==> src/hw/rtl/ecb_pkg.sv <==
// ----------------------------------------------------------------------------
// ecb_pkg
// Shared constants, types and the arctangent table of the camera basis block.
// ----------------------------------------------------------------------------
package ecb_pkg;

   localparam int ANGLE_FRAC_BITS = 16;
   localparam int VEC_FRAC_BITS   = 14;
   localparam int TRIG_ITERATIONS = 16;

   localparam int WF        = 24;
   localparam int ANGLE_W   = 25;
   localparam int VEC_W     = 27;
   localparam int OUT_W     = 16;
   localparam int CSR_W     = 16;
   localparam int SUMSQ_W   = 52;
   localparam int PROD_W    = 2 * VEC_W;
   localparam int CORDIC_W  = 33;
   localparam int Z_W       = 34;
   localparam int CORDIC_STEPS = (TRIG_ITERATIONS < 24) ? TRIG_ITERATIONS : 24;
   localparam int STEP_W    = $clog2(CORDIC_STEPS);

   localparam logic CMD_ROTATE = 1'b0;
   localparam logic CMD_SET    = 1'b1;

   typedef logic signed [VEC_W-1:0] comp_type;
   typedef comp_type [2:0] vec_type;

   typedef enum logic [1:0] {
      CSR_SENS,
      CSR_UP_X,
      CSR_UP_Y,
      CSR_UP_Z
   } csr_index_type;

   typedef enum logic [3:0] {
      T_IDLE,
      T_DELTA,
      T_ANGLE,
      T_TRIG_Y,
      T_TRIG_P,
      T_FRONT,
      T_SQR,
      T_NORM,
      T_CROSS,
      T_OUT
   } top_state_type;

   typedef enum logic [2:0] {
      N_IDLE,
      N_ROOT,
      N_LOAD,
      N_DIV,
      N_DONE
   } norm_state_type;

   typedef struct packed {
      logic                        start;
      logic signed [ANGLE_W-1:0]   angle;
   } trig_req_type;

   typedef struct packed {
      logic     done;
      comp_type sin_v;
      comp_type cos_v;
   } trig_rsp_type;

   typedef struct packed {
      logic               start;
      logic [SUMSQ_W-1:0] sumsq;
      vec_type            vec;
   } norm_req_type;

   typedef struct packed {
      logic    done;
      vec_type vec;
   } norm_rsp_type;

   // atan(2^-i) in degrees, 24 fraction bits
   function automatic logic signed [Z_W-1:0] atan_deg(input logic [4:0] i);
      logic signed [Z_W-1:0] r;
      case (i)
         5'd0:    r = 34'sd754974720;
         5'd1:    r = 34'sd445687602;
         5'd2:    r = 34'sd235489088;
         5'd3:    r = 34'sd119537938;
         5'd4:    r = 34'sd60000934;
         5'd5:    r = 34'sd30029717;
         5'd6:    r = 34'sd15018523;
         5'd7:    r = 34'sd7509720;
         5'd8:    r = 34'sd3754917;
         5'd9:    r = 34'sd1877466;
         5'd10:   r = 34'sd938734;
         5'd11:   r = 34'sd469367;
         5'd12:   r = 34'sd234684;
         5'd13:   r = 34'sd117342;
         5'd14:   r = 34'sd58671;
         5'd15:   r = 34'sd29335;
         5'd16:   r = 34'sd14668;
         5'd17:   r = 34'sd7334;
         5'd18:   r = 34'sd3667;
         5'd19:   r = 34'sd1833;
         5'd20:   r = 34'sd917;
         5'd21:   r = 34'sd458;
         5'd22:   r = 34'sd229;
         5'd23:   r = 34'sd115;
         default: r = '0;
      endcase
      return r;
   endfunction

endpackage

==> src/hw/rtl/ecb_cordic.sv <==
// ----------------------------------------------------------------------------
// ecb_cordic
// Iterative rotation CORDIC: sine and cosine of an angle in degrees.
// ----------------------------------------------------------------------------
module ecb_cordic (
   input  logic                 clock,
   input  logic                 reset,
   input  ecb_pkg::trig_req_type trig_req,
   output ecb_pkg::trig_rsp_type trig_rsp
);

   localparam int ZSHIFT = 24 - ecb_pkg::ANGLE_FRAC_BITS;
   localparam int RSHIFT = 30 - ecb_pkg::WF;
   localparam logic signed [ecb_pkg::Z_W-1:0] D90  = 34'sd90 <<< 24;
   localparam logic signed [ecb_pkg::Z_W-1:0] D180 = 34'sd180 <<< 24;
   localparam logic signed [ecb_pkg::CORDIC_W-1:0] GAIN = 33'sd652032874;
   localparam logic signed [ecb_pkg::CORDIC_W-1:0] RHALF = 33'sd1 <<< (RSHIFT - 1);

   logic signed [ecb_pkg::CORDIC_W-1:0] x_ff, x_in, y_ff, y_in;
   logic signed [ecb_pkg::Z_W-1:0]      z_ff, z_in;
   logic                                neg_ff, neg_in;
   logic                                busy_ff, busy_in;
   logic                                done_ff, done_in;
   logic [ecb_pkg::STEP_W-1:0]          cnt_ff, cnt_in;

   logic signed [ecb_pkg::Z_W-1:0]      z0;
   logic signed [ecb_pkg::CORDIC_W-1:0] xs, ys, xr, yr;

   always_comb begin
      z0 = $signed({{(ecb_pkg::Z_W - ecb_pkg::ANGLE_W){trig_req.angle[ecb_pkg::ANGLE_W-1]}},
                    trig_req.angle}) <<< ZSHIFT;
      xs = x_ff >>> cnt_ff;
      ys = y_ff >>> cnt_ff;
      x_in = x_ff;
      y_in = y_ff;
      z_in = z_ff;
      neg_in = neg_ff;
      busy_in = busy_ff;
      done_in = 1'b0;
      cnt_in = cnt_ff;
      if (trig_req.start) begin
         x_in = GAIN;
         y_in = '0;
         neg_in = 1'b0;
         z_in = z0;
         if (z0 > D90) begin
            z_in = z0 - D180;
            neg_in = 1'b1;
         end else if (z0 < -D90) begin
            z_in = z0 + D180;
            neg_in = 1'b1;
         end
         busy_in = 1'b1;
         cnt_in = '0;
      end else if (busy_ff) begin
         if (z_ff >= 0) begin
            x_in = x_ff - ys;
            y_in = y_ff + xs;
            z_in = z_ff - ecb_pkg::atan_deg(5'(cnt_ff));
         end else begin
            x_in = x_ff + ys;
            y_in = y_ff - xs;
            z_in = z_ff + ecb_pkg::atan_deg(5'(cnt_ff));
         end
         cnt_in = cnt_ff + 1'b1;
         if (cnt_ff == ecb_pkg::STEP_W'(ecb_pkg::CORDIC_STEPS - 1)) begin
            busy_in = 1'b0;
            done_in = 1'b1;
         end
      end
      xr = (x_ff + RHALF) >>> RSHIFT;
      yr = (y_ff + RHALF) >>> RSHIFT;
   end

   always_ff @(posedge clock) begin
      if (reset) begin
         busy_ff <= 1'b0;
         done_ff <= 1'b0;
         cnt_ff  <= '0;
      end else begin
         busy_ff <= busy_in;
         done_ff <= done_in;
         cnt_ff  <= cnt_in;
      end
      x_ff   <= x_in;
      y_ff   <= y_in;
      z_ff   <= z_in;
      neg_ff <= neg_in;
   end

   assign trig_rsp.done  = done_ff;
   assign trig_rsp.cos_v = neg_ff ? -ecb_pkg::VEC_W'(xr) : ecb_pkg::VEC_W'(xr);
   assign trig_rsp.sin_v = neg_ff ? -ecb_pkg::VEC_W'(yr) : ecb_pkg::VEC_W'(yr);

endmodule

==> config.mk <==
export PLATFORM = sky130hd
export DESIGN_NAME = ecb_cordic
export DESIGN_NICKNAME = d
export VERILOG_FILES = /design/src/hw/rtl/ecb_pkg.sv /design/src/hw/rtl/ecb_cordic.sv
export SDC_FILE = /design/constraint.sdc
export NUM_CORES = 1
export LEC_CHECK = 0
export BUFFER_PORTS_ARGS = -buffer_cell sky130_fd_sc_hd__buf_2
export CAP_MARGIN = 20
export CORE_ASPECT_RATIO = 1.2
export CORE_MARGIN = 8
export CORE_UTILIZATION = 35
export CTS_BUF_LIST = sky130_fd_sc_hd__clkbuf_16
export DETAILED_ROUTE_END_ITERATION = 8
export GPL_TIMING_DRIVEN = 0
export PLACE_DENSITY = 0.6
export SYNTH_ARGS = -nofsm -noshare
export SYNTH_HDL_FRONTEND = slang
export SYNTH_SLANG_ARGS = --single-unit
==> constraint.sdc <==
create_clock -name clock -period 6.5 [get_ports clock]
set_input_delay 0.325 -clock clock [delete_from_list [all_inputs] [get_ports clock]]
set_output_delay 0.325 -clock clock [all_outputs]
set_load 0.02 [all_outputs]
==> key figures, run 1 <==
Critical path
  • Worst Setup Path Type: reg -> reg
  • Worst EP arrival: 6.76 ns
  • Crit start category: flop
  • CP Data Required Time: 6.84 ns
  • Crit-path max FO: 10
  • CP endpoint kind: flop

Power and ir drop
  • Pwr dens: 581.2 nW/um^2
  • Maximum VDD drop: 0.3758 mV
  • Lkg Pwr: roughly 8.4 nW
  • Design Power: 12.77 mW

Place
  • Port buffer count: 79
  • Placed Cells incl. Taps: 3300
  • DP Worst Slack: -3.372 ns
  • Placer Congestion: 1.029
  • Post-DP HPWL: roughly 71000 um

Floorplan
  • Die area: 63230 um^2
  • Site row count: 94
  • I/O pins: 83
  • Die W: 230.9 um
  • Initial Util: 35.39%
  • Chip height: 273.9 um
  • Core Area: 54810 um^2

Yosys
  • Synth Instances: between 2000 and 2500
  • Syn nets: 2645
  • Yosys top cell by area: dfxtp_1
  • Number of synthesized flops with an enable pin: 35
  • Syn Area/Cell: 7.767 um^2
  • Register area share after synthesis: 15.95%
  • Synth Register Bits: roughly 140
  • Yosys Warn Count: 0
  • Asr flop ratio synth: 0%
  • Synth top area share: 10.53%
  • Synth cell types: 90
  • Ys flop type: dfxtp_1
  • Synth top area cells: dfxtp_1 11%, mux4_2 8.0%, ha_1 7.5%
  • Mapped Area: 19390 um^2

Routing
  • DR DRC count: 0
  • Average vias per placed instance: 6.226
  • WL/cell: 27.23 um
  • Drt pass-1 iters: 6
  • Routed Antenna Nets: 0
  • DRT iter0 DRCs: about 1700
  • Via count: approximately 21000
  • Routed WL: 91290 um

Layout
  • Area growth from synthesis to layout: 13.28%
  • Post-Layout Cell Count: roughly 3400
  • Most frequent cells in the layout: 256 x nand2_1, 182 x nor2_1, 173 x a21oi_1, 164 x xnor2_1, 160 x o21ai_0
  • Antenna diodes: 0
  • Filler cells: ~5800
  • Most common cell after layout, fill and taps aside: nand2_1
  • Nets: 2767
  • Share of cells above drive strength 1: 14.17%

Status
  • Outcome: completed

Timing
  • Max frequency: between 150 and 200 MHz
  • Setup ws final: 0.07364 ns
  • Final Cycle Share: 98.87%
  • Tmin final: 6.426 ns
  • Final Setup Violations: 0
  • Max_slew headroom: 12.79%
  • Layout Skew: 0.02228 ns
  • Worst-Margin Slew: between 1 and 1.5 ns
  • Hold Violations, Final: 0
  • Sum Neg Setup Slack: 0 ns
  • Final Slew Violations: 0
  • Final hold slack: 0.07538 ns

Min path
  • Min-Delay Path Class: in -> reg

GRT
  • GRT Overall Usage: 27.87%
  • First-pass GRT wire length: 132100 um
  • Initial antenna violation count: 1
  • Largest net degree at the start of global routing: 36
  • Total grt overflow: 0
  • Vias in the first global route: 20195

Clock network
  • H-Tree Depth: 4
  • Max clock buf depth: 2
  • CTS tree: done
  • Clk Latency, worst-skew pair: approximately 0.48 ns
  • CTS Buf Count: 17
  • Sink Count: 137
  • Root Buffer Master: clkbuf_16
  • Worst-path clk slew: around 0.060 ns

Flow run
  • Max-cap viol count: 0
## repair_timing
item / in CTS / in global routing
gates resized for setup: 93 / 60
setup buffers: 4 / 18
hold buffers: 0 / 0
gates cloned: 0 / 0
pin swaps: 5 / 12
setup endpoints to repair: 52 / 18
## logic make-up after synthesis
group                    count (synthesis)  synth area share, %
AND/OR/NAND/NOR                        834                20.97
buffers and inverters                  246                5.135
multiplexers                           178                13.87
flip-flops                             137                15.95
XOR/XNOR                               273                12.33
adder cells (fa/ha/maj)                120                7.858
AO/OA/AOI/OAI                          709                23.89
## synthesized netlist by cell type, types with 50 or more instances
library cell,instances
o21ai_0,162
dfxtp_1,102
a21oi_1,174
nor2_1,182
a21o_1,50
ha_1,117
mux2i_1,73
xor2_1,108
inv_1,70
mux4_2,69
xnor2_1,165
nand2_1,257
nor3_1,62
clkbuf_1,113
nand3_1,73
## routing by layer
layer / track usage, % / wire length, um
met1: 31.86 / 35030
met2: 48.80 / 44280
met3: 3.898 / 6072
met4: 16.97 / 5905
met5: 0 / 0
## cell type report
class / instances / area [um^2] / area share, %
flip-flops and latches: 137 / 3099 / 14.11
well taps: 720 / 900.9 / 4.100
repair buffers: 106 / 630.6 / 2.870
plain buffers: 165 / 898.4 / 4.089
clock inverters: 14 / 122.6 / 0.5581
clock buffers: 18 / 450.4 / 2.050
inverters: 78 / 294.0 / 1.338
multi-input cells: 2114 / 15570 / 70.89
## critical path: stages, from the launching register on
cell	delay [ns]
dfxtp_2	0.37
buf_6	0.19
buf_4	0.25
buf_4	0.30
clkbuf_2	0.40
clkbuf_2	0.44
o21ai_0	0.27
a21oi_1	0.29
a31oi_1	0.23
a21o_1	0.33
a21oi_1	0.20
xor2_1	0.28
ha_1	0.35
a2111oi_0	0.39
o21ai_0	0.17
o21ai_1	0.24
a32o_1	0.28
a31oi_4	0.08
o311ai_4	0.40
nand2_1	0.08
o2111a_1	0.23
or4_1	0.47
## through the flow
stage	area [um^2]	utilization, %
floorplan	19390	-
global placement	20690	37.75
detailed placement	20740	37.85
CTS	21610	39.42
global route	21970	40.09
finish	21970	40.09
## report_power, final
part,total (mW),internal [mW],switching (mW)
registers,1.51,1.18,0.333
clock network,1.00,0.549,0.453
logic,10.3,3.99,6.26
total,12.8,5.72,7.05
## worst paths after layout
path,start,endpoint,slack [ns],cells after the start
setup / recovery,cnt_ff[0],x_ff[32],0.07,21
hold / removal,reset,busy_ff,0.08,2
setup reg to reg,cnt_ff[0],x_ff[32],0.07,21
hold reg to reg,x_ff[0],x_ff[0],0.52,2
No activity file was read; power rests on OpenSTA's default activity.
==> inputs of run 2 (changes only) <==
PLACE_DENSITY = 0.64   (was 0.6)
==> run 2 against run 1 <==
  * Count of clock-buffer cells in the layout is the same
  * Power fell by 2.5%
  * Non-clock buffer count is 5 lower
  * Die area is the same
  * Register-to-register slack better by 0.08 ns
  * Via count decreased by 1.5%
  * Sequential share of layout area increased by 0.060 points
==> key figures, run 2 (synthesis gave the netlist of run 1 again) <==
Routing
  • Met3 routed WL: 6340 um
  • WL/cell: 23.85 um
  • Metal2 WL: 35790 um
  • Wl on met1: 31950 um
  • Routed WL: 79830 um
  • Uppermost routed layer: met4
  • DR DRC count: 0
  • Routed Antenna Nets: 0
  • Via count: between 20000 and 25000
  • Drt pass-1 iters: 8
  • DRT iter0 DRCs: 1808
  • Average vias per placed instance: 6.139

GRT
  • Largest net degree at the start of global routing: 36
  • Vias in the first global route: 19236
  • First-pass GRT wire length: 118300 um
  • GRT Overall Usage: 24.45%
  • Total grt overflow: 0
  • Initial antenna violation count: 2

Clock network
  • Worst-path clk slew: roughly 0.07 ns
  • Sink Count: roughly 140
  • Clk Latency, worst-skew pair: 0.51 ns
  • Max clock buf depth: 2
  • H-Tree Depth: 4
  • Post-CTS Hold Buffers: 0
  • CTS Buf Count: 17
  • Root Buffer Master: clkbuf_16
  • CTS tree: done

Layout
  • Share of cells above drive strength 1: 13.86%
  • Finished Cell Area: 21860 um^2
  • Most common cell after layout, fill and taps aside: nand2_1
  • Antenna diodes: 0
  • Area growth from synthesis to layout: 12.71%
  • Most frequent cells in the layout: 256 x nand2_1, 180 x nor2_1, 173 x a21oi_1, 165 x xnor2_1, 159 x o21ai_0
  • Nets: ~2800
  • Filler cells: 5786

Critical path
  • Critical Path, Cell by Cell: buf_6 -> buf_4 -> buf_2 -> buf_2 -> mux4_2 -> mux2i_2 -> ha_2 -> nand2_1 -> o32ai_4 -> nand3_4 -> o31ai_2 -> xor2_1 -> ha_1 -> a2111oi_0 -> o21ai_0 -> o21ai_1 -> a32o_1 -> a31oi_4 -> o311ai_4 -> nand2_1 -> o2111a_1 -> or4_1
  • Crit-path max FO: 10
  • Critical path's largest stage delay: 0.56 ns
  • Worst reg2reg path depth: 22
  • CP Data Required Time: roughly 7 ns
  • Worst R2R Setup Slack: 0.16 ns
  • CP endpoint kind: flop
  • Worst r2r src: cnt_ff[0]
  • Worst EP arrival: 6.72 ns
  • Worst Setup Path Type: reg -> reg
  • Reg2Reg Capture Point: x_ff[32]
  • Crit start category: flop
  • Critical-path top delay cell: mux4_2

Timing
  • Final hold slack: 0.05604 ns
  • Hold Violations, Final: 0
  • Final Setup Violations: 0
  • Final Cycle Share: a little over nine tenths
  • Final Slew Violations: 0
  • Tmin final: ~6.3 ns
  • Worst-Margin Slew: between 1 and 1.5 ns
  • Layout Skew: 0.01083 ns
  • Max frequency: 157.7 MHz
  • Max_slew headroom: 23.65%

Power and ir drop
  • Clk pwr share: 8.0%
  • Sw frac: 54.38%
  • Internal Power: 5.678 mW
  • Seq pwr share: 11.8%
  • Combinational share of power: 80.2%
  • Maximum VDD drop: 0.4896 mV
  • Lkg Pwr: 8.378 nW
  • Net Switching: 6.769 mW
  • Design Power: 12.45 mW
  • Pwr dens: 569.4 nW/um^2

Floorplan
  • Die W: around 230 um
  • Core Area: between 50000 and 60000 um^2
  • Site row count: 94
  • I/O pins: 83
  • Chip height: 273.9 um
  • Die area: about 63000 um^2
  • Initial Util: 35.39%

Min path
  • Min-Delay Path Class: in -> reg
  • Hold Path Sink: neg_ff
  • Hold depth: 1
  • Hold Startpoint: trig_req[25]

Place
  • Post-DP HPWL: roughly 62000 um
  • Dpl cell area: 20750 um^2
  • Placer Congestion: between 1 and 1.5
  • Port buffer count: 79

Status
  • Outcome: completed

Flow run
  • Max-cap viol count: 0
## run 2: critical path, delay by kind of cell, from the launching register on
kind | cells | cell delay [ns]
AO/OA/AOI/OAI | 9 | 2.42
buffers and inverters | 4 | 1.12
AND/OR/NAND/NOR | 4 | 0.82
multiplexers | 2 | 0.79
adder cells (fa/ha/maj) | 2 | 0.51
flip-flops | 1 | 0.39
XOR/XNOR | 1 | 0.13
## run 2: power groups by stage
stage,clock network (mW),logic (mW),registers (mW)
after floorplan,0,7.19,1.35
after global placement,0,9.38,1.46
after detailed placement,0,9.43,1.47
after CTS,1.00,9.66,1.45
after global routing,1.03,10.9,1.49
final,0.993,9.99,1.47
## run 2: stage by stage
step | worst slack (ns) | std cells | utilization [%] | setup TNS (ns)
floorplan | 0.4004 | 2497 | - | 0
global placement | -2.409 | 3296 | 37.75 | -56.57
detailed placement | -2.337 | 3301 | 37.86 | -50.86
CTS | 0.004839 | 3336 | 39.34 | 0
global route | -0.03390 | 3347 | 39.88 | -0.03390
finish | 0.1577 | 3347 | 39.88 | 0
## run 2: per-layer routing
| metal | global-route usage (%) | vias to the layer above |
|---|---|---|
| met3 | 4.663 | 256 |
| met1 | 29.57 | 9777 |
| li1 | - | 9502 |
| met5 | 0 | - |
| met4 | 16.05 | 0 |
| met2 | 39.34 | 1011 |
## run 2: layout make-up
cell class | count | area [um^2] | area share (%)
sequential | 137 | 3097 | 14.17
tap | 720 | 900.9 | 4.121
multi-input combinational | 2114 | 15580 | 71.28
buffer | 163 | 824.5 | 3.772
clock buffer | 18 | 450.4 | 2.061
timing repair buffer | 103 | 595.6 | 2.725
clock inverter | 14 | 113.9 | 0.5209
inverter | 78 | 295.3 | 1.351
## run 2: how the worst max path moves through the flow
stage                           to  cells after the start  startpoint
after floorplan           y_ff[32]                     23   cnt_ff[3]
after global placement    y_ff[32]                     25   cnt_ff[3]
after detailed placement  y_ff[32]                     24   cnt_ff[3]
after CTS                 y_ff[32]                     26   cnt_ff[1]
after global routing      y_ff[32]                     28   cnt_ff[2]
final                     x_ff[32]                     22   cnt_ff[0]
## run 2: what timing repair did
item,in CTS,in global routing
endpoints found under the setup margin,48,19
hold endpoints to repair,0,0
pin swaps,8,12
gates resized for setup,67,63
setup buffers,5,13
