### config.mk
export PLATFORM = sky130hd
export DESIGN_NAME = ecb_norm
export DESIGN_NICKNAME = d
export VERILOG_FILES = /design/src/hw/rtl/ecb_pkg.sv /design/src/hw/rtl/ecb_norm.sv
export SDC_FILE = /design/constraint.sdc
export NUM_CORES = 1
export LEC_CHECK = 0
export BUFFER_PORTS_ARGS = -buffer_cell sky130_fd_sc_hd__buf_4
export CAP_MARGIN = 5
export CELL_PAD_IN_SITES_DETAIL_PLACEMENT = 1
export CELL_PAD_IN_SITES_GLOBAL_PLACEMENT = 2
export CORE_ASPECT_RATIO = 0.75
export CORE_MARGIN = 1.5
export CORE_UTILIZATION = 38
export CTS_CLUSTER_DIAMETER = 60
export DETAILED_ROUTE_END_ITERATION = 7
export PLACE_DENSITY = 0.82
export SETUP_SLACK_MARGIN = 0.3
export SKIP_LAST_GASP = 1
export SLEW_MARGIN = 20
export SYNTH_ARGS = -nofsm -noshare
export SYNTH_HDL_FRONTEND = slang
export SYNTH_SLANG_ARGS = --single-unit
### constraint.sdc
create_clock -name clock -period 13.4 [get_ports clock]
set_input_delay 1.34 -clock clock [delete_from_list [all_inputs] [get_ports clock]]
set_output_delay 1.34 -clock clock [all_outputs]
set_load 0.03 [all_outputs]
### src/hw/rtl/ecb_pkg.sv
// ----------------------------------------------------------------------------
// ecb_pkg
// Shared constants, types and the arctangent table of the camera basis block.
// ----------------------------------------------------------------------------
package ecb_pkg;

   localparam int ANGLE_FRAC_BITS = 16;
   localparam int VEC_FRAC_BITS   = 14;
   localparam int TRIG_ITERATIONS = 16;

   localparam int WF        = 24;
   localparam int ANGLE_W   = 25;
   localparam int VEC_W     = 27;
   localparam int OUT_W     = 16;
   localparam int CSR_W     = 16;
   localparam int SUMSQ_W   = 52;
   localparam int PROD_W    = 2 * VEC_W;
   localparam int CORDIC_W  = 33;
   localparam int Z_W       = 34;
   localparam int CORDIC_STEPS = (TRIG_ITERATIONS < 24) ? TRIG_ITERATIONS : 24;
   localparam int STEP_W    = $clog2(CORDIC_STEPS);

   localparam logic CMD_ROTATE = 1'b0;
   localparam logic CMD_SET    = 1'b1;

   typedef logic signed [VEC_W-1:0] comp_type;
   typedef comp_type [2:0] vec_type;

   typedef enum logic [1:0] {
      CSR_SENS,
      CSR_UP_X,
      CSR_UP_Y,
      CSR_UP_Z
   } csr_index_type;

   typedef enum logic [3:0] {
      T_IDLE,
      T_DELTA,
      T_ANGLE,
      T_TRIG_Y,
      T_TRIG_P,
      T_FRONT,
      T_SQR,
      T_NORM,
      T_CROSS,
      T_OUT
   } top_state_type;

   typedef enum logic [2:0] {
      N_IDLE,
      N_ROOT,
      N_LOAD,
      N_DIV,
      N_DONE
   } norm_state_type;

   typedef struct packed {
      logic                        start;
      logic signed [ANGLE_W-1:0]   angle;
   } trig_req_type;

   typedef struct packed {
      logic     done;
      comp_type sin_v;
      comp_type cos_v;
   } trig_rsp_type;

   typedef struct packed {
      logic               start;
      logic [SUMSQ_W-1:0] sumsq;
      vec_type            vec;
   } norm_req_type;

   typedef struct packed {
      logic    done;
      vec_type vec;
   } norm_rsp_type;

   // atan(2^-i) in degrees, 24 fraction bits
   function automatic logic signed [Z_W-1:0] atan_deg(input logic [4:0] i);
      logic signed [Z_W-1:0] r;
      case (i)
         5'd0:    r = 34'sd754974720;
         5'd1:    r = 34'sd445687602;
         5'd2:    r = 34'sd235489088;
         5'd3:    r = 34'sd119537938;
         5'd4:    r = 34'sd60000934;
         5'd5:    r = 34'sd30029717;
         5'd6:    r = 34'sd15018523;
         5'd7:    r = 34'sd7509720;
         5'd8:    r = 34'sd3754917;
         5'd9:    r = 34'sd1877466;
         5'd10:   r = 34'sd938734;
         5'd11:   r = 34'sd469367;
         5'd12:   r = 34'sd234684;
         5'd13:   r = 34'sd117342;
         5'd14:   r = 34'sd58671;
         5'd15:   r = 34'sd29335;
         5'd16:   r = 34'sd14668;
         5'd17:   r = 34'sd7334;
         5'd18:   r = 34'sd3667;
         5'd19:   r = 34'sd1833;
         5'd20:   r = 34'sd917;
         5'd21:   r = 34'sd458;
         5'd22:   r = 34'sd229;
         5'd23:   r = 34'sd115;
         default: r = '0;
      endcase
      return r;
   endfunction

endpackage

### src/hw/rtl/ecb_norm.sv
// ----------------------------------------------------------------------------
// ecb_norm
// Vector normalizer: bit-pair integer square root, then restoring division
// of each component by the root.
// ----------------------------------------------------------------------------
module ecb_norm (
   input  logic                  clock,
   input  logic                  reset,
   input  ecb_pkg::norm_req_type norm_req,
   output ecb_pkg::norm_rsp_type norm_rsp
);

   localparam int SW = ecb_pkg::SUMSQ_W;
   localparam int VW = ecb_pkg::VEC_W;
   localparam logic [25:0] ONE = 26'd1 << ecb_pkg::WF;

   ecb_pkg::norm_state_type state_ff, state_in;
   logic [SW-1:0]     rem_ff, rem_in, root_ff, root_in;
   logic [4:0]        k_ff, k_in;
   logic [1:0]        comp_ff, comp_in;
   logic [VW-1:0]     drem_ff, drem_in;
   logic [25:0]       dnum_ff, dnum_in;
   logic [25:0]       q_ff, q_in;
   logic              neg_ff, neg_in;
   ecb_pkg::comp_type out_ff [3];
   ecb_pkg::comp_type out_in [3];

   logic [SW-1:0]     bitv, t;
   logic [VW-1:0]     n;
   ecb_pkg::comp_type vc;
   logic [VW-1:0]     m;
   logic [SW-1:0]     num;
   logic [VW:0]       r2;
   logic              ge;
   logic [25:0]       qs;

   always_comb begin
      state_in = state_ff;
      rem_in = rem_ff;
      root_in = root_ff;
      k_in = k_ff;
      comp_in = comp_ff;
      drem_in = drem_ff;
      dnum_in = dnum_ff;
      q_in = q_ff;
      neg_in = neg_ff;
      out_in = out_ff;
      bitv = SW'(1) << {k_ff, 1'b0};
      t = root_ff + bitv;
      n = root_ff[VW-1:0];
      vc = $signed(norm_req.vec[comp_ff]);
      m = vc[VW-1] ? VW'(-vc) : VW'(vc);
      num = (SW'(m) << ecb_pkg::WF) + (root_ff >> 1);
      r2 = {drem_ff, dnum_ff[k_ff]};
      ge = r2 >= {1'b0, n};
      qs = q_ff | (26'(ge) << k_ff);
      unique case (state_ff)
         ecb_pkg::N_IDLE: begin
            if (norm_req.start) begin
               rem_in = norm_req.sumsq;
               root_in = '0;
               k_in = 5'd25;
               state_in = ecb_pkg::N_ROOT;
            end
         end
         ecb_pkg::N_ROOT: begin
            if (rem_ff >= t) begin
               rem_in = rem_ff - t;
               root_in = (root_ff >> 1) + bitv;
            end else begin
               root_in = root_ff >> 1;
            end
            k_in = k_ff - 1'b1;
            if (k_ff == '0) begin
               comp_in = '0;
               state_in = ecb_pkg::N_LOAD;
            end
         end
         ecb_pkg::N_LOAD: begin
            if (n == '0) begin
               out_in[comp_ff] = '0;
               comp_in = comp_ff + 1'b1;
               if (comp_ff == 2'd2) state_in = ecb_pkg::N_DONE;
            end else begin
               drem_in = VW'(num[SW-1:26]);
               dnum_in = num[25:0];
               q_in = '0;
               k_in = 5'd25;
               neg_in = vc[VW-1];
               state_in = ecb_pkg::N_DIV;
            end
         end
         ecb_pkg::N_DIV: begin
            drem_in = ge ? VW'(r2 - {1'b0, n}) : VW'(r2);
            q_in = qs;
            k_in = k_ff - 1'b1;
            if (k_ff == '0) begin
               if (qs > ONE) qs = ONE;
               out_in[comp_ff] = neg_ff ? -$signed(VW'(qs)) : $signed(VW'(qs));
               comp_in = comp_ff + 1'b1;
               state_in = (comp_ff == 2'd2) ? ecb_pkg::N_DONE : ecb_pkg::N_LOAD;
            end
         end
         ecb_pkg::N_DONE: begin
            state_in = ecb_pkg::N_IDLE;
         end
         default: state_in = ecb_pkg::N_IDLE;
      endcase
   end

   always_ff @(posedge clock) begin
      if (reset) begin
         state_ff <= ecb_pkg::N_IDLE;
      end else begin
         state_ff <= state_in;
      end
      rem_ff  <= rem_in;
      root_ff <= root_in;
      k_ff    <= k_in;
      comp_ff <= comp_in;
      drem_ff <= drem_in;
      dnum_ff <= dnum_in;
      q_ff    <= q_in;
      neg_ff  <= neg_in;
      out_ff  <= out_in;
   end

   assign norm_rsp.done   = (state_ff == ecb_pkg::N_DONE);
   assign norm_rsp.vec[0] = out_ff[0];
   assign norm_rsp.vec[1] = out_ff[1];
   assign norm_rsp.vec[2] = out_ff[2];

endmodule

==> run metrics, run 1 <==
core footprint=0.0588 mm^2; CTS buffer count=39; # rows=77; Synth Instances=2575; post-CTS sizing=0; area of the multi-input gates=0.0136 mm^2; Final setup viols=0; number of enable flip-flop cells after synthesis=272; RR Endpoint=rem_ff[44]; H-tree levels=2; total power=6.20 mW; initial antenna violation count=3; area fraction of the dominant cell type after synthesis=36.3%; Clk pin slew, worst setup/hold paths=0.06 ns; Reg2Reg Launch Point=k_ff[1]; CTS max path bufs=3; Seq cells post-synth=275; Crit-path slowest cell=edfxtp_1; total wire length=78.4 mm; CP Data Arrival Time=8.78 ns; vias in the first global route=20929; Worst Clk Skew=0.0357 ns; critical path class=register to register; Post-CTS Setup Inserts=0; Layout area overhead=16.7%; Critical Path Sink=rem_ff[44]; min Tclk post-route=8.58 ns; Post-route DRC=0; Clk Latency, worst-skew pair=0.57 ns; Filler Cell Count=6878; Max Slew Vio Count=0; HP Class=register to register; Setup TNS Final=0 ns; Async SR Flop Fraction=0%; status=finished clean; Final Hold Slack=0.601 ns; syn_area_per_cell=8.74 um^2; Cell Area, Synth=0.0225 mm^2; Hold Buf Count CTS=0; max incr delay on CP=0.95 ns; R2R Setup Slk=4.82 ns; drt pass-1 iters=5; Via-to-Cell Ratio=5.84; share of cells above drive strength 1=12.7%; cell accounting for the most synthesized area=edfxtp_1; routed len/inst=22.0 um; largest net degree at the start of global routing=81; Initial DRC Count=1456; unrepaired setup endpoints after global routing=false; Synth cell types=81; Top cell by count, worst path=ha_1; Synth area leaders=edfxtp_1 (36%), ha_1 (9.5%), nand2_1 (5.1%), nor2_1 (4.8%), o21ai_0 (4.7%); CTS sink cnt=275; TritonCTS clock tree=yes; DP Area=0.0250 mm^2; antenna viol nets, final=0; DP HPWL=59.5 mm; Pwr Density=236 mW/mm^2; Max-slew headroom=30.5%; clock root cell=clkbuf_16; Max-Cap Viols=0; Max Freq=0.116 GHz; Final #Nets=3056; Peak VDD IR=242 uV; Leakage=10.4 nW; FF-to-FF path depth=26; io pins=218; Synth top cells by count=nand2_1 (307), nor2_1 (288), edfxtp_1 (272); Worst Setup SP=k_ff[1]; YS warnings=0; GRT Total Usage=25.3%; cell area after layout=0.0263 mm^2; Initial Utilization=38.3%; most common cell in the netlist=nand2_1; endpoint type of the worst setup path=register; DIE AREA=0.0607 mm^2; worst-margin pin slew=1.04 ns; first-pass GRT wire length=121 mm; Port Buf Inserts=217; height of the die=214 um; GRT overflow=0; routability cong.=0.917; Syn Nets=2884; WP data required=13.60 ns; period utilization=64.1%; chip width=284 um; via count=20822; crit path launch type=register; Storage cell area=0.00823 mm^2; Crit Path Max Fanout=52; ys flop type=edfxtp_1; post-synthesis sequential area ratio=36.6%; Final Hold Vio Count=0
[cell type report]
cell class	instances	area share, %
clock buffers	42	3.84
diodes	1	0.00953
clock inverters	29	1.04
repair buffers	243	6.95
inverters	78	1.11
multi-input cells	2110	52.0
flip-flops and latches	275	31.3
well taps	790	3.76
[how the worst min path moves through the flow]
| stage | startpoint | endpoint | cells after the start |
|---|---|---|---|
| after floorplan | root_ff[11] | dnum_ff[10] | 0 |
| after global placement | q_ff[24] | q_ff[24] | 2 |
| after detailed placement | norm_rsp[68] | norm_rsp[68] | 2 |
| after CTS | norm_rsp[68] | norm_rsp[68] | 2 |
| after global routing | root_ff[22] | dnum_ff[21] | 0 |
| final | norm_rsp[78] | norm_rsp[78] | 2 |
[metrics by stage]
stage	cells	worst slack (ns)	utilization [%]
after floorplan	2575	3.76	-
after global placement	3496	5.34	42.5
after detailed placement	3496	4.95	42.5
after CTS	3567	4.92	44.7
after global routing	3567	4.31	44.7
final	3568	4.82	44.7
[flip-flops by register name, indices dropped and copies added (netlist names)]
name and count:
root_ff 52, dnum_ff 26, q_ff 26, state_ff 3, norm_rsp 81, k_ff 5
drem_ff 27, rem_ff 52, neg_ff 1, comp_ff 2
[where the power goes]
| part | switching [mW] | leakage, nW | internal (mW) |
|---|---|---|---|
| clock network | 0.444 | 0.624 | 0.611 |
| registers | 0.298 | 2.61 | 1.32 |
| logic | 2.21 | 7.13 | 1.32 |
| total | 2.95 | 10.4 | 3.24 |
[routing by layer]
| layer | part of all wire (%) | wire (um) | vias to the layer above | track usage [%] |
|---|---|---|---|---|
| met5 | 0 | 0 | - | 0 |
| met3 | 6.8 | 5350 | 75 | 4.72 |
| met1 | 48 | 37500 | 10306 | 36.5 |
| met2 | 43 | 34100 | 562 | 39.1 |
| li1 | - | - | 9879 | - |
| met4 | 1.8 | 1410 | 0 | 5.94 |
[layout by cell type, fill, tap and decap left out, types with 11 or more instances in the layout]
master	n
a211oi_1	45
a21o_1	58
a21oi_1	197
a311oi_1	11
a31o_2	13
a31oi_1	80
and2_1	17
and3_1	30
buf_4	243
clkbuf_16	40
clkinv_1	13
edfxtp_1	272
ha_1	170
inv_1	74
mux2i_1	31
nand2_1	306
nand2b_1	25
nand3_1	44
nand4_1	24
nor2_1	284
nor2b_1	24
nor3_1	37
nor4_1	18
o211ai_1	13
o21a_1	14
o21ai_0	211
o21bai_1	39
o22ai_1	32
o31ai_1	12
or3_1	20
xnor2_1	116
xor2_1	106
[critical path: cells and delay by family, from the launching register on]
family | cells | cell delay, ns
DFF | 1 | 0.95
AOI/OAI and AO/OA | 14 | 3.96
xor gates and xnor gates | 1 | 0.14
buffers and inverters | 4 | 1.46
and+or+nand+nor | 3 | 0.44
adders and majority gates | 4 | 1.16
[cells by family after synthesis]
kind of cell    Yosys count  share of synthesized area (%)
xor+xnor                222                           8.64
buf+inv                 190                           3.20
simple gates            865                           17.2
compound gates          811                           22.6
mux                      39                           2.13
fa+ha+maj               173                           9.72
flops                   275                           36.6
No activity file was read; power rests on OpenSTA's default activity.
==> run 2, diff against run 1 <==
--- a/config.mk
+++ b/config.mk
@@ -11,10 +11,10 @@
 export CELL_PAD_IN_SITES_GLOBAL_PLACEMENT = 2
 export CORE_ASPECT_RATIO = 0.75
 export CORE_MARGIN = 1.5
-export CORE_UTILIZATION = 38
+export CORE_UTILIZATION = 34
 export CTS_CLUSTER_DIAMETER = 60
 export DETAILED_ROUTE_END_ITERATION = 7
-export PLACE_DENSITY = 0.82
+export PLACE_DENSITY = 0.78
 export SETUP_SLACK_MARGIN = 0.3
 export SKIP_LAST_GASP = 1
 export SLEW_MARGIN = 20
==> constraint.sdc (replaced) <==
create_clock -name clock -period 7.8 [get_ports clock]
set_input_delay 0.78 -clock clock [delete_from_list [all_inputs] [get_ports clock]]
set_output_delay 0.78 -clock clock [all_outputs]
set_load 0.03 [all_outputs]
==> run 2 against run 1 <==
  * Count of clock-buffer cells in the layout rose by 2
  * Clock skew increased by 0.0013 ns
  * Clock power is 67% higher
  * Total power is 73% higher
  * Wire length up 3.3%
  * Combinational power up 76%
  * Register-to-register slack lost 4.1 ns
  * Critical path depth fell by 3
  * Critical endpoint is now rem_ff[32]
  * Largest cell class unchanged
  * Highest routed layer is now met5
==> run metrics, run 2 (synthesized netlist as in run 1, its figures left out) <==
Hold Buf Count CTS=0 (unchanged); Final setup viols=0 (unchanged); largest net degree at the start of global routing=70 (-14%); DIE AREA=0.0678 mm^2 (+12%); max reg flops=81 (unchanged); Worst Setup SP=k_ff[2]; total wire length=80.9 mm (+3.3%); Final #Nets=3074 (+0.59%); Final Hold Vio Count=0 (unchanged); DP HPWL=61.7 mm (+3.9%); Initial Utilization=34.4% (-3.9 points); Switch Pwr=5.09 mW (+72%); CTS buffer count=38 (-2.6%); Initial DRC Count=1523 (+4.6%); Pwr Density=402 mW/mm^2 (+70%); most frequent cells in the layout=nand2_1 (306), nor2_1 (283), edfxtp_1 (272); Worst Clk Skew=0.0370 ns (+0.00128 ns); Int Pwr=5.62 mW (+73%); Crit Path Max Fanout=52 (unchanged); GRT Total Usage=23.5% (-1.8 points); Via-to-Cell Ratio=5.72 (-2.0%); Top cell by count, worst path=ha_1; Reg2Reg Launch Point=k_ff[2]; vias in the first global route=21491 (+2.7%); period utilization=91.0% (+27 points); io pins=218 (unchanged); Storage cell area=0.00823 mm^2 (unchanged); antenna viol nets, final=0 (unchanged); routability cong.=0.918 (about the same); Layout area overhead=18.3%; Inst Count DP=3586 (+2.6%); Sw Ratio=47.5% (-0.095 points); most common cell after layout, fill and taps aside=nand2_1; CP Cell Sequence=or2_2 > nor2_4 > and2_1 > ha_1 > nand2_1 > nor3_1 > a21oi_2 > o21ai_1 > a31oi_1 > nor2_1 > xnor2_1 > ha_1 > a21o_1 > a21oi_1 > o21ai_0 > a2111oi_1 > o211ai_1 > a41o_1 > o21bai_4 > a2111oi_4 > buf_6 > a21boi_4 > buf_4; CTS sink cnt=275 (unchanged); CTS max path bufs=3 (unchanged); Combinational Power Share=57.9% (+1.0 points); routed len/inst=22.1 um (+0.53%); chip width=300 um (+5.7%); Peak VDD IR=260 uV (+7.7%); GRT overflow=0 (unchanged); Max-slew headroom=31.9% (+1.4 points); Port Buf Inserts=217 (unchanged); Clk Latency, worst-skew pair=0.59 ns (+0.02 ns); Reg power frac=25.7% (-0.4 points); fin util=40.7% (-4.0 points); critical path class=register to register; Clk pin slew, worst setup/hold paths=0.06 ns (about the same); area of the multi-input gates=0.0138 mm^2 (+1.2%); first-pass GRT wire length=125 mm (+3.2%); height of the die=226 um (+5.6%); Max Slew Vio Count=0 (unchanged); Max-Cap Viols=0 (unchanged); via count=20960 (+0.66%); Filler Cell Count=7639 (+11%); TritonCTS clock tree=yes; hold path startpoint=reset; WP data required=8.01 ns (-5.59 ns); core footprint=0.0654 mm^2 (+11%); max incr delay on CP=0.63 ns (-0.32 ns); endpoint type of the worst setup path=register; Leakage=10.4 nW (+0.83%); share of cells above drive strength 1=14.2% (+1.5 points); initial antenna violation count=2 (-1); Max Freq=0.141 GHz (+21%); HP Class=input pin to register; Post-route DRC=0 (unchanged); clock network power share=16.4% (-0.6 points); # rows=81 (+5.2%); crit path launch type=register; unrepaired setup endpoints after global routing=false; H-tree levels=2 (unchanged); status=finished clean; Crit-path slowest cell=edfxtp_1; clock root cell=clkbuf_16; Non-Filler Instances=3665 (+2.7%); CP Data Arrival Time=7.30 ns (-1.48 ns); worst-margin pin slew=1.02 ns (-0.0209 ns); min Tclk post-route=7.10 ns (-1.49 ns); drt pass-1 iters=5 (unchanged)
run 2: cell count changes in the layout (fill, tap and decap cells not counted), moves of 3 or more:
cell	delta
clkbuf_1	+4
a21oi_1	-5
inv_6	+4
ha_1	-4
o21ai_1	+8
a21oi_2	+4
a21boi_0	-3
o21ai_0	-9
ha_4	+3
buf_4	+18
clkinv_1	-6
run 2: layer usage:
| metal | share of wire (%) | routed length (um) | GRT usage, % | vias up |
|---|---|---|---|---|
| li1 | - | - | - | 9917 |
| met1 | 48 | 38700 | 33.4 | 10365 |
| met2 | 44 | 35300 | 36.2 | 585 |
| met3 | 6.6 | 5320 | 4.73 | 91 |
| met4 | 2.0 | 1640 | 6.16 | 2 |
| met5 | 0.016 | 13 | 0 | - |
run 2: cell type report:
type                            instances  share of cell area (%)
Antenna cell                            1                 0.00940
Clock buffer                           44                    3.66
Clock inverter                         24                   0.926
Inverter                               78                    1.13
Multi-Input combinational cell       2110                    51.9
Sequential cell                       275                    30.9
Tap cell                              871                    4.09
Timing Repair Buffer                  262                    7.40
run 2: path summary, 6_finish.rpt:
check            endpoint  slack, ns  cells past startpoint
max            rem_ff[32]       0.70                     23
min           state_ff[0]       0.37                      2
max reg2reg    rem_ff[32]       0.70                     23
min reg2reg  norm_rsp[26]       0.60                      2
run 2: through the flow:
step / hold WS (ns) / setup WS (ns) / TNS [ns] / instance area, um^2 / power (mW)
final: 0.374 / 0.704 / 0 / 26600 / 10.7
after global routing: 0.377 / 0.336 / 0 / 26600 / 11.5
after CTS: 0.358 / 0.538 / 0 / 26500 / 10.7
after detailed placement: 0.597 / 0.559 / 0 / 25300 / 8.84
after global placement: 0.563 / 0.822 / 0 / 25300 / 8.66
after floorplan: 0.455 / -0.939 / -48.82 / 22700 / 7.09
run 2: power groups by stage:
stage / logic, mW / clock network (mW) / registers, mW
global placement: 5.90 / 0 / 2.76
floorplan: 4.53 / 0 / 2.55
finish: 6.20 / 1.75 / 2.75
CTS: 6.12 / 1.79 / 2.75
detailed placement: 6.07 / 0 / 2.77
global route: 6.89 / 1.84 / 2.80
run 2: critical path: cells and delay by family, from the launching register on:
kind	cells	cell delay, ns
compound gates	12	3.06
simple gates	6	1.56
buf+inv	2	0.68
flops	1	0.63
fa+ha+maj	2	0.54
xor+xnor	1	0.15
run 2: repair_timing:
| item | 4_1_cts | 5_1_grt |
|---|---|---|
| endpoints found under the setup margin | 0 | 76 |
| setup buffers | 0 | 10 |
| gates resized for setup | 0 | 4 |
